==> src/rtl/core/lsp_pkg.sv <==
// lsp_pkg: shared types, codes and sizes for the lifo stack with peek
// used by the channel interfaces, controller, datapath and top level
// no dependencies
`default_nettype none

package lsp_pkg;

  // built stack depth, default for the top-level parameter
  localparam int DEPTH_DEF = 16;

  // fixed field widths
  localparam int REQ_W  = 2;
  localparam int WORD_W = 32;
  localparam int POS_W  = 5;
  localparam int CNT_W  = 5;
  localparam int STAT_W = 2;
  localparam int CAP_W  = 5;

  // configuration port
  localparam int PADDR_W = 2;
  localparam int PDATA_W = 32;
  localparam logic [CAP_W-1:0] CAP_RESET = 5'd16;

  // request codes
  typedef enum logic [REQ_W-1:0] {
    REQ_PUSH = 2'd0,
    REQ_POP  = 2'd1,
    REQ_PEEK = 2'd2,
    REQ_TOP  = 2'd3
  } req_t;

  // status codes
  typedef enum logic [STAT_W-1:0] {
    ST_OK        = 2'd0,
    ST_OVERFLOW  = 2'd1,
    ST_UNDERFLOW = 2'd2,
    ST_BADPOS    = 2'd3
  } status_t;

  // controller to datapath command
  typedef struct packed {
    logic capture;
  } lsp_cmd_t;

endpackage

`default_nettype wire

==> src/rtl/core/lsp_in_if.sv <==
// lsp_in_if: request channel (valid/ready plus request word)
// depends on lsp_pkg
`default_nettype none

interface lsp_in_if;
  import lsp_pkg::*;

  logic                    valid;
  logic                    ready;
  logic [REQ_W-1:0]        req_type;
  logic signed [WORD_W-1:0] push_value;
  logic [POS_W-1:0]        position;

  modport source (output valid, req_type, push_value, position, input ready);
  modport sink   (input valid, req_type, push_value, position, output ready);
endinterface

`default_nettype wire

==> src/rtl/core/lsp_out_if.sv <==
// lsp_out_if: result channel (valid/ready plus result word)
// depends on lsp_pkg
`default_nettype none

interface lsp_out_if;
  import lsp_pkg::*;

  logic                     valid;
  logic                     ready;
  logic signed [WORD_W-1:0] data;
  logic [STAT_W-1:0]        status;
  logic [CNT_W-1:0]         count;
  logic                     full_res;
  logic                     empty_res;

  modport source (output valid, data, status, count, full_res, empty_res, input ready);
  modport sink   (input valid, data, status, count, full_res, empty_res, output ready);
endinterface

`default_nettype wire

==> src/rtl/core/lifo_stack_with_peek.sv <==
// lifo_stack_with_peek: top level of the lifo stack with peek
// depends on lsp_pkg, lsp_in_if, lsp_out_if, lsp_ctrl, lsp_dpath
//
// usage:
//   in_ch carries one request word: push, pop, peek at a position from the
//   top (1 is the top) or read top. out_ch returns one result word for each
//   request: data (-1 on push and on any failure), status, count after the
//   request, full and empty flags.
//   the capacity register (byte address 0) sets the entries in use; 0 acts
//   as 1 and values above DEPTH act as DEPTH. write it only while idle.
// timing:
//   a request is taken when valid and ready meet; its result is offered from the next
//   cycle, read from the entry ram's registered port. one request at a
//   time: no new request is taken until the result has been taken.
// reset and stall:
//   rst_n (synchronous, low) empties the stack and sets capacity to 16; no
//   clearing pass is needed. while out_ch is stalled the result is held
//   and in_ch is not ready.
`default_nettype none

module lifo_stack_with_peek #(
  parameter int DEPTH = lsp_pkg::DEPTH_DEF
) (
  input  wire logic                          clk,
  input  wire logic                          rst_n,
  lsp_in_if.sink                             in_ch,
  lsp_out_if.source                          out_ch,
  input  wire logic                          psel,
  input  wire logic                          penable,
  input  wire logic                          pwrite,
  input  wire logic [lsp_pkg::PADDR_W-1:0]   paddr,
  input  wire logic [lsp_pkg::PDATA_W-1:0]   pwdata,
  output logic      [lsp_pkg::PDATA_W-1:0]   prdata,
  output logic                               pready
);
  import lsp_pkg::*;

  lsp_cmd_t         cmd;
  logic             cap_we;
  logic [CAP_W-1:0] cap_q;

  // configuration port: one register, always ready
  assign pready = 1'b1;
  assign cap_we = psel && penable && pwrite && pready;
  assign prdata = (paddr == '0) ? PDATA_W'(cap_q) : '0;

  lsp_ctrl u_ctrl (
    .clk       (clk),
    .rst_n     (rst_n),
    .in_valid  (in_ch.valid),
    .in_ready  (in_ch.ready),
    .out_valid (out_ch.valid),
    .out_ready (out_ch.ready),
    .cmd       (cmd)
  );

  lsp_dpath #(
    .DEPTH (DEPTH)
  ) u_dpath (
    .clk        (clk),
    .rst_n      (rst_n),
    .cmd        (cmd),
    .req_type   (in_ch.req_type),
    .push_value (in_ch.push_value),
    .position   (in_ch.position),
    .cap_we     (cap_we),
    .cap_wdata  (pwdata[CAP_W-1:0]),
    .cap_q      (cap_q),
    .res_data   (out_ch.data),
    .res_status (out_ch.status),
    .res_count  (out_ch.count),
    .res_full   (out_ch.full_res),
    .res_empty  (out_ch.empty_res)
  );

endmodule

`default_nettype wire

==> src/rtl/core/lsp_ram.sv <==
// lsp_ram: generic single-port-write, single-port-read ram, registered read
// no dependencies
`default_nettype none

module lsp_ram #(
  parameter int WIDTH = 32,
  parameter int DEPTH = 16,
  parameter int AW    = (DEPTH > 1) ? $clog2(DEPTH) : 1
) (
  input  wire logic             clk,
  input  wire logic             we,
  input  wire logic [AW-1:0]    waddr,
  input  wire logic [WIDTH-1:0] wdata,
  input  wire logic             re,
  input  wire logic [AW-1:0]    raddr,
  output logic      [WIDTH-1:0] rdata
);

  logic [WIDTH-1:0] mem [DEPTH];

  // write port
  always_ff @(posedge clk) begin
    if (we) begin
      mem[waddr] <= wdata;
    end
  end

  // registered read, held while re is low
  always_ff @(posedge clk) begin
    if (re) begin
      rdata <= mem[raddr];
    end
  end

endmodule

`default_nettype wire

==> src/rtl/core/lsp_ctrl.sv <==
// lsp_ctrl: request/result sequencing state machine
// depends on lsp_pkg
`default_nettype none

module lsp_ctrl (
  input  wire logic         clk,
  input  wire logic         rst_n,
  input  wire logic         in_valid,
  output logic              in_ready,
  output logic              out_valid,
  input  wire logic         out_ready,
  output lsp_pkg::lsp_cmd_t cmd
);
  import lsp_pkg::*;

  typedef enum logic [1:0] {
    S_IDLE = 2'b01,
    S_OUT  = 2'b10
  } state_t;

  state_t state_r, state_nxt;

  // handshake outputs
  assign in_ready    = (state_r == S_IDLE);
  assign out_valid   = (state_r == S_OUT);
  assign cmd.capture = in_valid && in_ready;

  // next state
  always_comb begin
    state_nxt = state_r;
    case (state_r)
      S_IDLE: if (cmd.capture) state_nxt = S_OUT;
      S_OUT:  if (out_ready)   state_nxt = S_IDLE;
      default: state_nxt = S_IDLE;
    endcase
  end

  always_ff @(posedge clk) begin
    if (!rst_n) begin
      state_r <= S_IDLE;
    end else begin
      state_r <= state_nxt;
    end
  end

`ifndef SYNTH
  // a word is never taken in while a result is on offer
  a_excl: assert property (@(posedge clk) disable iff (!rst_n)
    !(in_ready && out_valid)) else $error("in_ready and out_valid both high");

  // every captured word offers a result in the next cycle
  a_offer: assert property (@(posedge clk) disable iff (!rst_n)
    cmd.capture |=> out_valid) else $error("no result after capture");

  // a taken result frees the block for the next word
  a_free: assert property (@(posedge clk) disable iff (!rst_n)
    (out_valid && out_ready) |=> in_ready) else $error("not ready after result");
`endif

endmodule

`default_nettype wire

==> src/rtl/core/lsp_dpath.sv <==
// lsp_dpath: fill count, capacity register, entry ram and result registers
// depends on lsp_pkg and lsp_ram
`default_nettype none

module lsp_dpath #(
  parameter int DEPTH = lsp_pkg::DEPTH_DEF
) (
  input  wire logic                             clk,
  input  wire logic                             rst_n,
  input  wire lsp_pkg::lsp_cmd_t                cmd,
  input  wire logic [lsp_pkg::REQ_W-1:0]        req_type,
  input  wire logic signed [lsp_pkg::WORD_W-1:0] push_value,
  input  wire logic [lsp_pkg::POS_W-1:0]        position,
  input  wire logic                             cap_we,
  input  wire logic [lsp_pkg::CAP_W-1:0]        cap_wdata,
  output logic      [lsp_pkg::CAP_W-1:0]        cap_q,
  output logic signed [lsp_pkg::WORD_W-1:0]     res_data,
  output logic      [lsp_pkg::STAT_W-1:0]       res_status,
  output logic      [lsp_pkg::CNT_W-1:0]        res_count,
  output logic                                  res_full,
  output logic                                  res_empty
);
  import lsp_pkg::*;

  localparam int AW   = (DEPTH > 1) ? $clog2(DEPTH) : 1;
  localparam int CW   = $clog2(DEPTH + 1);
  localparam int CMPW = (CW > POS_W) ? CW : POS_W;
  localparam logic [CMPW-1:0] DEPTH_C = CMPW'(DEPTH);

  logic [CW-1:0]     cnt_r, cnt_nxt;
  logic [CAP_W-1:0]  cap_r;
  status_t           status_r, status_nxt;
  logic              use_ram_r, use_ram_nxt;
  logic              full_r;
  logic [CMPW-1:0]   cnt_ext, pos_ext, cap_ext, eff_cap, slot, cnt_nxt_ext;
  logic [CW-1:0]     cnt_m1;
  logic              wr_en;
  logic [AW-1:0]     rd_addr;
  logic [WORD_W-1:0] ram_q;

  assign cnt_ext     = CMPW'(cnt_r);
  assign pos_ext     = CMPW'(position);
  assign cap_ext     = CMPW'(cap_r);
  assign cnt_m1      = cnt_r - CW'(1);
  assign slot        = cnt_ext - pos_ext;
  assign cnt_nxt_ext = CMPW'(cnt_nxt);

  // capacity clamped to 1..DEPTH
  always_comb begin
    if (cap_r == '0) begin
      eff_cap = CMPW'(1);
    end else if (cap_ext > DEPTH_C) begin
      eff_cap = DEPTH_C;
    end else begin
      eff_cap = cap_ext;
    end
  end

  // request decode
  always_comb begin
    cnt_nxt     = cnt_r;
    status_nxt  = ST_OK;
    use_ram_nxt = 1'b0;
    wr_en       = 1'b0;
    rd_addr     = cnt_m1[AW-1:0];
    case (req_t'(req_type))
      REQ_PUSH: begin
        if (cnt_ext >= eff_cap || cnt_ext >= DEPTH_C) begin
          status_nxt = ST_OVERFLOW;
        end else begin
          wr_en   = cmd.capture;
          cnt_nxt = cnt_r + CW'(1);
        end
      end
      REQ_POP: begin
        if (cnt_r == '0) begin
          status_nxt = ST_UNDERFLOW;
        end else begin
          cnt_nxt     = cnt_m1;
          use_ram_nxt = 1'b1;
        end
      end
      REQ_PEEK: begin
        rd_addr = slot[AW-1:0];
        if (position == '0 || pos_ext > cnt_ext) begin
          status_nxt = ST_BADPOS;
        end else begin
          use_ram_nxt = 1'b1;
        end
      end
      REQ_TOP: begin
        if (cnt_r == '0) begin
          status_nxt = ST_UNDERFLOW;
        end else begin
          use_ram_nxt = 1'b1;
        end
      end
      default: status_nxt = ST_OK;
    endcase
  end

  // entry storage
  lsp_ram #(
    .WIDTH (WORD_W),
    .DEPTH (DEPTH),
    .AW    (AW)
  ) u_ram (
    .clk   (clk),
    .we    (wr_en),
    .waddr (cnt_r[AW-1:0]),
    .wdata (push_value),
    .re    (cmd.capture),
    .raddr (rd_addr),
    .rdata (ram_q)
  );

  // fill count and capacity
  always_ff @(posedge clk) begin
    if (!rst_n) begin
      cnt_r <= '0;
      cap_r <= CAP_RESET;
    end else begin
      if (cmd.capture) cnt_r <= cnt_nxt;
      if (cap_we)      cap_r <= cap_wdata;
    end
  end

  // result registers
  always_ff @(posedge clk) begin
    if (cmd.capture) begin
      status_r  <= status_nxt;
      use_ram_r <= use_ram_nxt;
      full_r    <= (cnt_nxt_ext >= eff_cap);
    end
  end

  assign cap_q      = cap_r;
  assign res_data   = use_ram_r ? ram_q : '1;
  assign res_status = status_r;
  assign res_count  = CNT_W'(cnt_r);
  assign res_full   = full_r;
  assign res_empty  = (cnt_r == '0);

`ifndef SYNTH
  // fill count never passes the built depth
  a_bound: assert property (@(posedge clk) disable iff (!rst_n)
    cnt_ext <= DEPTH_C) else $error("fill count above depth");

  // a successful push raises the count by one
  a_push: assert property (@(posedge clk) disable iff (!rst_n)
    (cmd.capture && wr_en) |=> (cnt_r == $past(cnt_r) + CW'(1)))
    else $error("push did not advance count");

  // a failed request leaves the count alone
  a_fail: assert property (@(posedge clk) disable iff (!rst_n)
    (cmd.capture && status_nxt != ST_OK) |=> $stable(cnt_r))
    else $error("failed request changed count");
`endif

endmodule

`default_nettype wire

==> src/flat_wrapper.sv <==
// flat-port wrapper written by rule: the top's interface ports become plain ports
module lifo_stack_with_peek_flat import lsp_pkg::*;
#(
  parameter int DEPTH = lsp_pkg::DEPTH_DEF
)
  (clk, rst_n, psel, penable, pwrite, paddr, pwdata, prdata, pready, in_ch_valid, in_ch_req_type, in_ch_push_value, in_ch_position, in_ch_ready, out_ch_valid, out_ch_data, out_ch_status, out_ch_count, out_ch_full_res, out_ch_empty_res, out_ch_ready);
  lsp_in_if in_ch_i ();
  lsp_out_if out_ch_i ();
  input  wire logic clk;
  input  wire logic rst_n;
  input  wire logic psel;
  input  wire logic penable;
  input  wire logic pwrite;
  input  wire logic [lsp_pkg::PADDR_W-1:0] paddr;
  input  wire logic [lsp_pkg::PDATA_W-1:0] pwdata;
  output logic      [lsp_pkg::PDATA_W-1:0] prdata;
  output logic pready;
  input wire logic [$bits(in_ch_i.valid)-1:0] in_ch_valid;
  input wire logic [$bits(in_ch_i.req_type)-1:0] in_ch_req_type;
  input wire logic [$bits(in_ch_i.push_value)-1:0] in_ch_push_value;
  input wire logic [$bits(in_ch_i.position)-1:0] in_ch_position;
  output wire logic [$bits(in_ch_i.ready)-1:0] in_ch_ready;
  output wire logic [$bits(out_ch_i.valid)-1:0] out_ch_valid;
  output wire logic [$bits(out_ch_i.data)-1:0] out_ch_data;
  output wire logic [$bits(out_ch_i.status)-1:0] out_ch_status;
  output wire logic [$bits(out_ch_i.count)-1:0] out_ch_count;
  output wire logic [$bits(out_ch_i.full_res)-1:0] out_ch_full_res;
  output wire logic [$bits(out_ch_i.empty_res)-1:0] out_ch_empty_res;
  input wire logic [$bits(out_ch_i.ready)-1:0] out_ch_ready;
  assign in_ch_i.valid = in_ch_valid;
  assign in_ch_i.req_type = in_ch_req_type;
  assign in_ch_i.push_value = in_ch_push_value;
  assign in_ch_i.position = in_ch_position;
  assign in_ch_ready = in_ch_i.ready;
  assign out_ch_valid = out_ch_i.valid;
  assign out_ch_data = out_ch_i.data;
  assign out_ch_status = out_ch_i.status;
  assign out_ch_count = out_ch_i.count;
  assign out_ch_full_res = out_ch_i.full_res;
  assign out_ch_empty_res = out_ch_i.empty_res;
  assign out_ch_i.ready = out_ch_ready;
  lifo_stack_with_peek #(.DEPTH(DEPTH)) u_core (.clk(clk), .rst_n(rst_n), .in_ch(in_ch_i), .out_ch(out_ch_i), .psel(psel), .penable(penable), .pwrite(pwrite), .paddr(paddr), .pwdata(pwdata), .prdata(prdata), .pready(pready));
endmodule
==> config.mk <==
export PLATFORM = sky130hd
export DESIGN_NAME = lifo_stack_with_peek_flat
export DESIGN_NICKNAME = d
export VERILOG_FILES = /design/src/rtl/core/lsp_pkg.sv /design/src/rtl/core/lsp_in_if.sv /design/src/rtl/core/lsp_out_if.sv /design/src/rtl/core/lifo_stack_with_peek.sv /design/src/rtl/core/lsp_ram.sv /design/src/rtl/core/lsp_ctrl.sv /design/src/rtl/core/lsp_dpath.sv /design/src/flat_wrapper.sv
export SDC_FILE = /design/constraint.sdc
export NUM_CORES = 1
export LEC_CHECK = 0
export ABC_CLOCK_PERIOD_IN_PS = 5400
export BUFFER_PORTS_ARGS = -buffer_cell sky130_fd_sc_hd__buf_2
export CAP_MARGIN = 20
export CORE_MARGIN = 2
export CORE_UTILIZATION = 54
export DETAILED_ROUTE_END_ITERATION = 8
export MAX_ROUTING_LAYER = met4
export PLACE_DENSITY = 0.76
export SETUP_SLACK_MARGIN = 0.15
export SKIP_CTS_REPAIR_TIMING = 1
export SYNTH_ARGS = -nofsm -noshare
export SYNTH_HDL_FRONTEND = slang
export SYNTH_HIERARCHICAL = 1
export SYNTH_SLANG_ARGS = --single-unit
==> constraint.sdc <==
create_clock -name clk -period 5.4 [get_ports clk]
set_clock_uncertainty 0.2 [all_clocks]
set_input_delay 0.81 -clock clk [delete_from_list [all_inputs] [get_ports clk]]
set_output_delay 0.81 -clock clk [all_outputs]
set_load 0.005 [all_outputs]
# --- Word-level counts from Yosys, hierarchy flattened ---
# Memory sizes are Yosys's and may differ from the RTL's. A register that Yosys moved wholly into a read port is not among the register bits.
# Index checks and enable logic that the tools add are counted.
# Widths: inputs -> output; s select.
totals:
  regBits: 16
  ram_bits: 512
  output_inout_bits: 76
  word_cells: 56
  n_memories: 1
memory_table:
  columns: ["memory", "depth", "width", "rd", "rd_ports_with_merged_regs", "write_ports", "line", "source"]
  rows:
  - ["u_core.u_dpath.u_ram.mem", 16, 32, 1, 1, 1, "lsp_ram.sv:19", "logic [WIDTH-1:0] mem [DEPTH];"]
classes:
  add_sub_neg: 3
  order_cmp: 5
  eq_ne: 7
  mux: 22
  reduce_logical: 12
op_table:
  columns: ["operator", "n"]
  rows:
  - ["$mux 32", 1]
  - ["$mux 5", 5]
  - ["$logic_not 5->1", 3]
  - ["$ge 5x5->1", 2]
  - ["$pmux 5 s2", 1]
  - ["$mux 2", 4]
  - ["$mux 1", 7]
  - ["$eq 2x2->1 const B", 3]
  - ["$pmux 2 s3", 1]
  - ["$add 5x1->5 const B", 1]
  - ["$ge 5x5->1 const B", 1]
  - ["$gt 5x5->1", 1]
  - ["$gt 5x5->1 const B", 1]
  - ["$sub 5x1->5 const B", 1]
  - ["$eq 2x1->1 const B", 2]
  - ["$logic_not 2->1", 2]
  - ["$mux 4", 1]
  - ["$ne 2x1->1 const B", 2]
  - ["$pmux 2 s2", 1]
  - ["$sub 4x4->4", 1]
  - ["$logic_and 1x1->1", 3]
  - ["$logic_or 1x1->1", 2]
  - ["$pmux 1 s2", 1]
  - ["$reduce_and 2->1", 1]
  - ["$reduce_or 2->1", 1]

# --- Depth between registers and ports, before layout ---
depth:
  word_depth: 9
  mapped_depth: 15

# --- By module ---
# Netlist, hierarchy kept.
modules_own_cells:
  columns: ["module", "n_inst", "cells_per_inst", "area_per_inst_um2", "seq_area_each_um2"]
  rows:
  - ["lsp_ram", 1, 838, 20174.3, 16335.7]
  - ["lsp_dpath", 1, 209, 1666.6, 320.3]
  - ["lifo_stack_with_peek", 1, 36, 261.5, 0.0]
  - ["lsp_ctrl", 1, 8, 91.3, 40.0]

# --- Least setup slack after synthesis ---
# Ideal clock, no wire load.
synth_timing:
  path_type: "in2reg"
  startpoint: "input in_ch_valid"
  endpoint: "memory u_core.u_dpath.u_ram.mem[0][0] (enable)"
  setup_ps: 461
  arrival_ps: 5022
  slack_ps: -283
  path_stages: 6
  cell_sequence: "and3b_1 -> nand2b_1 -> clkbuf_1 -> nor2_1 -> or3b_2 -> nor3_1"
synth_between:
  elab_chain_cells: 5
synth_rtl:
  columns: ["element", "line", "source"]
  rows:
  - ["start: declaration", "flat_wrapper.sv:18", "input wire logic [$bits(in_ch_i.valid)-1:0] in_ch_valid;"]
  - ["$logic_and 1x1->1", "lsp_ctrl.sv:26", "assign cmd.capture = in_valid && in_ready;"]
  - ["$mux 1", "lsp_dpath.sv:68", "if (cnt_ext >= eff_cap || cnt_ext >= DEPTH_C) begin"]
  - ["$mux 1", "lsp_dpath.sv:66", "case (req_t'(req_type))"]
  - ["net u_core.u_dpath.wr_en", "lsp_dpath.sv:37", "logic wr_en;"]
  - ["$mux 1", "lsp_ram.sv:23", "if (we) begin"]
  - ["$mux 1 (not written as such)", "lsp_ram.sv:24", "mem[waddr] <= wdata;"]
  - ["end: declaration", "lsp_ram.sv:19", null]
# The timed path passes the listed nets, and every way through them passes these cells.

# --- Final worst setup path ---
layout_timing:
  startpoint: "register u_core.u_dpath.cap_r[1], in the netlist u_core/u_dpath/cap_q[1]"
  endpoint: "memory u_core.u_dpath.u_ram.mem[3][8] (enable)"
layout_between:
  elab_chain_cells: 9
  elab_cells_between_ends: 10
layout_rtl:
  columns: ["element", "line", "source"]
  rows:
  - ["start: declaration", "lsp_dpath.sv:31", "logic [CAP_W-1:0] cap_r;"]
  - ["start signal: assignment", "lsp_dpath.sv:124", "if (cap_we) cap_r <= cap_wdata;"]
  - ["$gt 5x5->1", "lsp_dpath.sv:52", "end else if (cap_ext > DEPTH_C) begin"]
  - ["$mux 5", "lsp_dpath.sv:52", null]
  - ["$mux 5 *", "lsp_dpath.sv:50", "if (cap_r == '0) begin"]
  - ["$ge 5x5->1 *", "lsp_dpath.sv:68", null]
  - ["$logic_or 1x1->1 *", "lsp_dpath.sv:68", null]
  - ["$mux 1 *", "lsp_dpath.sv:68", null]
  - ["$mux 1 *", "lsp_dpath.sv:66", null]
  - ["net u_core.u_dpath.wr_en", "lsp_dpath.sv:37", null]
  - ["$mux 1 *", "lsp_ram.sv:23", null]
  - ["$mux 1 (not written as such) *", "lsp_ram.sv:24", null]
# Mark *: on every way through the listed nets, which the timed path passes. The rest lies on a longest branch.

==> out/qor.csv <==
stage,metric,value,unit
outcome,status,"finished, final reports clean",
clock_network,CTS sink cnt,560,
floorplanning,Row Count,74,
synthesis,Post-Syn Area,0.0222,mm²
worst_setup_path,endpoint class of the critical path,flop,
sta,final setup fails,0,
clock_network,worst skew pair latency,590,ps
worst_setup_path,CP peak stage delay,620,ps
clock_network,CTS root buffer,clkbuf_16,
grt,first-pass GRT wire length,68300,µm
clock_network,clock tree buffer depth,3,
grt,vias in the first global route,11000,
power_and_ir_drop,Peak supply drop,0.299,mV
sta,final worst slack,1310,ps
clock_network,H-tree depth,2,
placement,I/O Buffers,100,
synthesis,Post-synth EDFFs,548,
routing,vias per cell,6.14,
synthesis,Synth Warn #,6,
routing,vias,11000,
power_and_ir_drop,reported leakage power,8.40,nW
clock_network,total CTS buffers,55,
placement,placer's final routability congestion estimate,0.847,
worst_setup_path,WP data arrival,4170,ps
worst_setup_path,Crit path buffers/inverters,1,
worst_setup_path,CP most frequent cell,nor2_1,
synthesis,synth top area cells,"edfxtp_1 (74%), mux4_2 (13%), a22oi_1 (2.2%)",
grt,initial antenna violation count,1,
power_and_ir_drop,Power Dens Cells,377,mW/mm²
floorplanning,die area,0.0427,mm²
worst_setup_path,WS Path Type,flop to flop,
finish,Total Nets Final,1325,
sta,RSZ-0062 raised after global routing,no,
floorplanning,die width,207,µm
sta,hold_ws,250,ps
synthesis,predominant post-synthesis flop cell,edfxtp_1,
hold_path,HP Class,input port to flop,
job,maxcap violations,0,
sta,TNS Setup,0,ps
sta,Pins Over Slew Limit,0,
worst_setup_path,Setup crit start kind,flop,
finish,share of cells above drive strength 1,29.2,%
routing,residual DRC count,0,
sta,highest clock rate,0.245,GHz
placement,Placement Setup Slack,1200,ps
synthesis,synthesized flop and latch total,560,
sta,final worst path period share,75.7,%
synthesis,sequential share of the synthesized area,75.2,%
routing,post-DR wirelength/cell,25.6,µm
clock_network,"Reg clk slew, reported paths",60,ps
grt,total track usage,22.8,%
floorplanning,Die Y,207,µm
grt,largest net degree at the start of global routing,70,
worst_setup_path,CP Max Fanout,17,
worst_setup_path,Critical Path RT,5480,ps
synthesis,Yosys top cell area share,74.1,%
synthesis,Syn Inst Count,1091,
placement,Post-DP HPWL,25100,µm
worst_setup_path,crit-path cells,nor3_1 -> nor2_1 -> nor2_1 -> ha_1 -> nand2b_1 -> a211oi_2 -> o21ai_1 -> nor2_1 -> or3b_2 -> nor2_4 -> buf_12,
synthesis,syn_area_per_cell,20.3,µm²
routing,DRT Pass-1 Iters,5,
synthesis,Synth async-reset ratio,0,%
worst_setup_path,R2R setup slack,1310,ps
routing,DR iter-0 viols,926,
floorplanning,starting density of the core,54.5,%
sta,worst slew pin tran,1030,ps
sta,Slew Limit Headroom,31.1,%
routing,antenna-violating nets left,0,
worst_setup_path,Crit-path slowest cell,or3b_2,
clock_network,CTS tree,done,
grt,global route overflow,0,
sta,Tmin final,4090,ps
worst_setup_path,family with the most delay on the worst path,simple AND/OR/NAND/NOR gates,
floorplanning,# IOs,156,
floorplanning,Core Box Area,0.0407,mm²
sta,count of final hold-check violations,0,
synthesis,Cell variety after synth,61,
routing,final wirelength,45900,µm
finish,Layout area overhead,13.6,%
synthesis,"area leader, netlist",edfxtp_1,
## cell usage after synthesis (11+ instances only)
| cell | number |
|---|---|
| a21oi_1 | 11 |
| a22oi_1 | 64 |
| buf_4 | 39 |
| clkbuf_1 | 25 |
| dfxtp_1 | 12 |
| edfxtp_1 | 548 |
| ha_1 | 20 |
| inv_1 | 12 |
| mux4_2 | 128 |
| nand2_1 | 49 |
| nand2b_1 | 39 |
| nor2_1 | 26 |
| nor3_1 | 11 |
## worst min-delay path, cell delays in order
cell      delay [ps]
buf_2             70
nand2_1           40
o211ai_1          60
## worst paths after layout
kind / startpoint / endpoint / depth (start not counted)
max: u_core/u_dpath/cap_q[1]$_SDFFE_PN0P_ / u_core/u_dpath/u_ram/mem[3][8]$_DFFE_PP_ / 11
min: pwdata[4] / u_core/u_dpath/cap_q[4]$_SDFFE_PN1P_ / 3
max reg2reg: u_core/u_dpath/cap_q[1]$_SDFFE_PN0P_ / u_core/u_dpath/u_ram/mem[3][8]$_DFFE_PP_ / 11
min reg2reg: u_core/u_dpath/cap_q[0]$_SDFFE_PN0P_ / u_core/u_dpath/cap_q[0]$_SDFFE_PN0P_ / 2
## cells in the final DEF, fill, tap and decap left out, drive strengths merged, types with 3 or more instances in the layout
master  Yosys  layout
a21oi      11      11
nor3       11      11
nand3       8       8
mux4      128     128
nor3b       7       7
nor2       26      26
clkinv      0      23
xnor2       4       4
and3        3       3
a21o        3       3
conb        2      28
inv        14      15
clkbuf     25      66
nor2b       4       4
nand3b      3       3
a22oi      64      64
buf        56     131
ha         20      20
mux2i       8       8
edfxtp    548     548
bufinv      1       5
dfxtp      12      12
nand2b     40      40
o21ai       9       9
nand2      49      49
## logic make-up (layout without fill, tap and decap cells)
kind of cell    Yosys count  in the layout  share of synthesized area [%]
mux                     136            136                           13.3
simple gates            163            163                           3.96
buf+inv                  96            241                           2.47
xor+xnor                  5              5                          0.197
other cells               2             29                         0.0338
flops                   560            560                           75.2
compound gates          108            108                           3.53
fa+ha+maj                21             21                           1.22
## sequential cells by signal (all words and copies together) (netlist names)
signal and count:
u_core/u_dpath/res_count 5, u_core/u_dpath/cap_q 5, u_core/u_dpath/res_full 1, u_core/u_ctrl/state_r 2, u_core/u_dpath/res_status 2, u_core/u_dpath/u_ram/rdata 32, u_core/u_dpath/use_ram_r 1, u_core/u_dpath/u_ram/mem 512
## per-layer routing
metal | share of wire (%) | wire length (µm) | track usage (%)
met1 | 41 | 18800 | 30.6
met2 | 50 | 23000 | 36.8
met3 | 6.7 | 3080 | 4.00
met4 | 2.3 | 1050 | 6.21
met5 | 0 | 0 | -
## where the power goes
group          switching (mW)  internal [mW]
Clock                    1.52           2.04
Combinational           0.595          0.442
Sequential             0.0290           4.87
## stage by stage
step	area [µm²]	power (mW)	instances	utilization (%)
global placement	23600	6.01	1699	57.8
detailed placement	23600	6.03	1699	57.8
CTS	25200	9.59	1794	61.9
finish	25200	9.51	1795	61.9
global route	25200	9.83	1795	61.9
floorplan	22300	5.68	1117	-
## final cells by class
class | instances | area [µm²]
well taps | 532 | 666
repair buffers | 131 | 896
inverters | 15 | 70.1
diodes | 1 | 2.50
clock buffers | 66 | 1420
multi-input cells | 461 | 5230
flip-flops and latches | 560 | 16700
fillers | 2745 | 15500
clock inverters | 29 | 240
No activity file was read; power rests on OpenSTA's default activity.
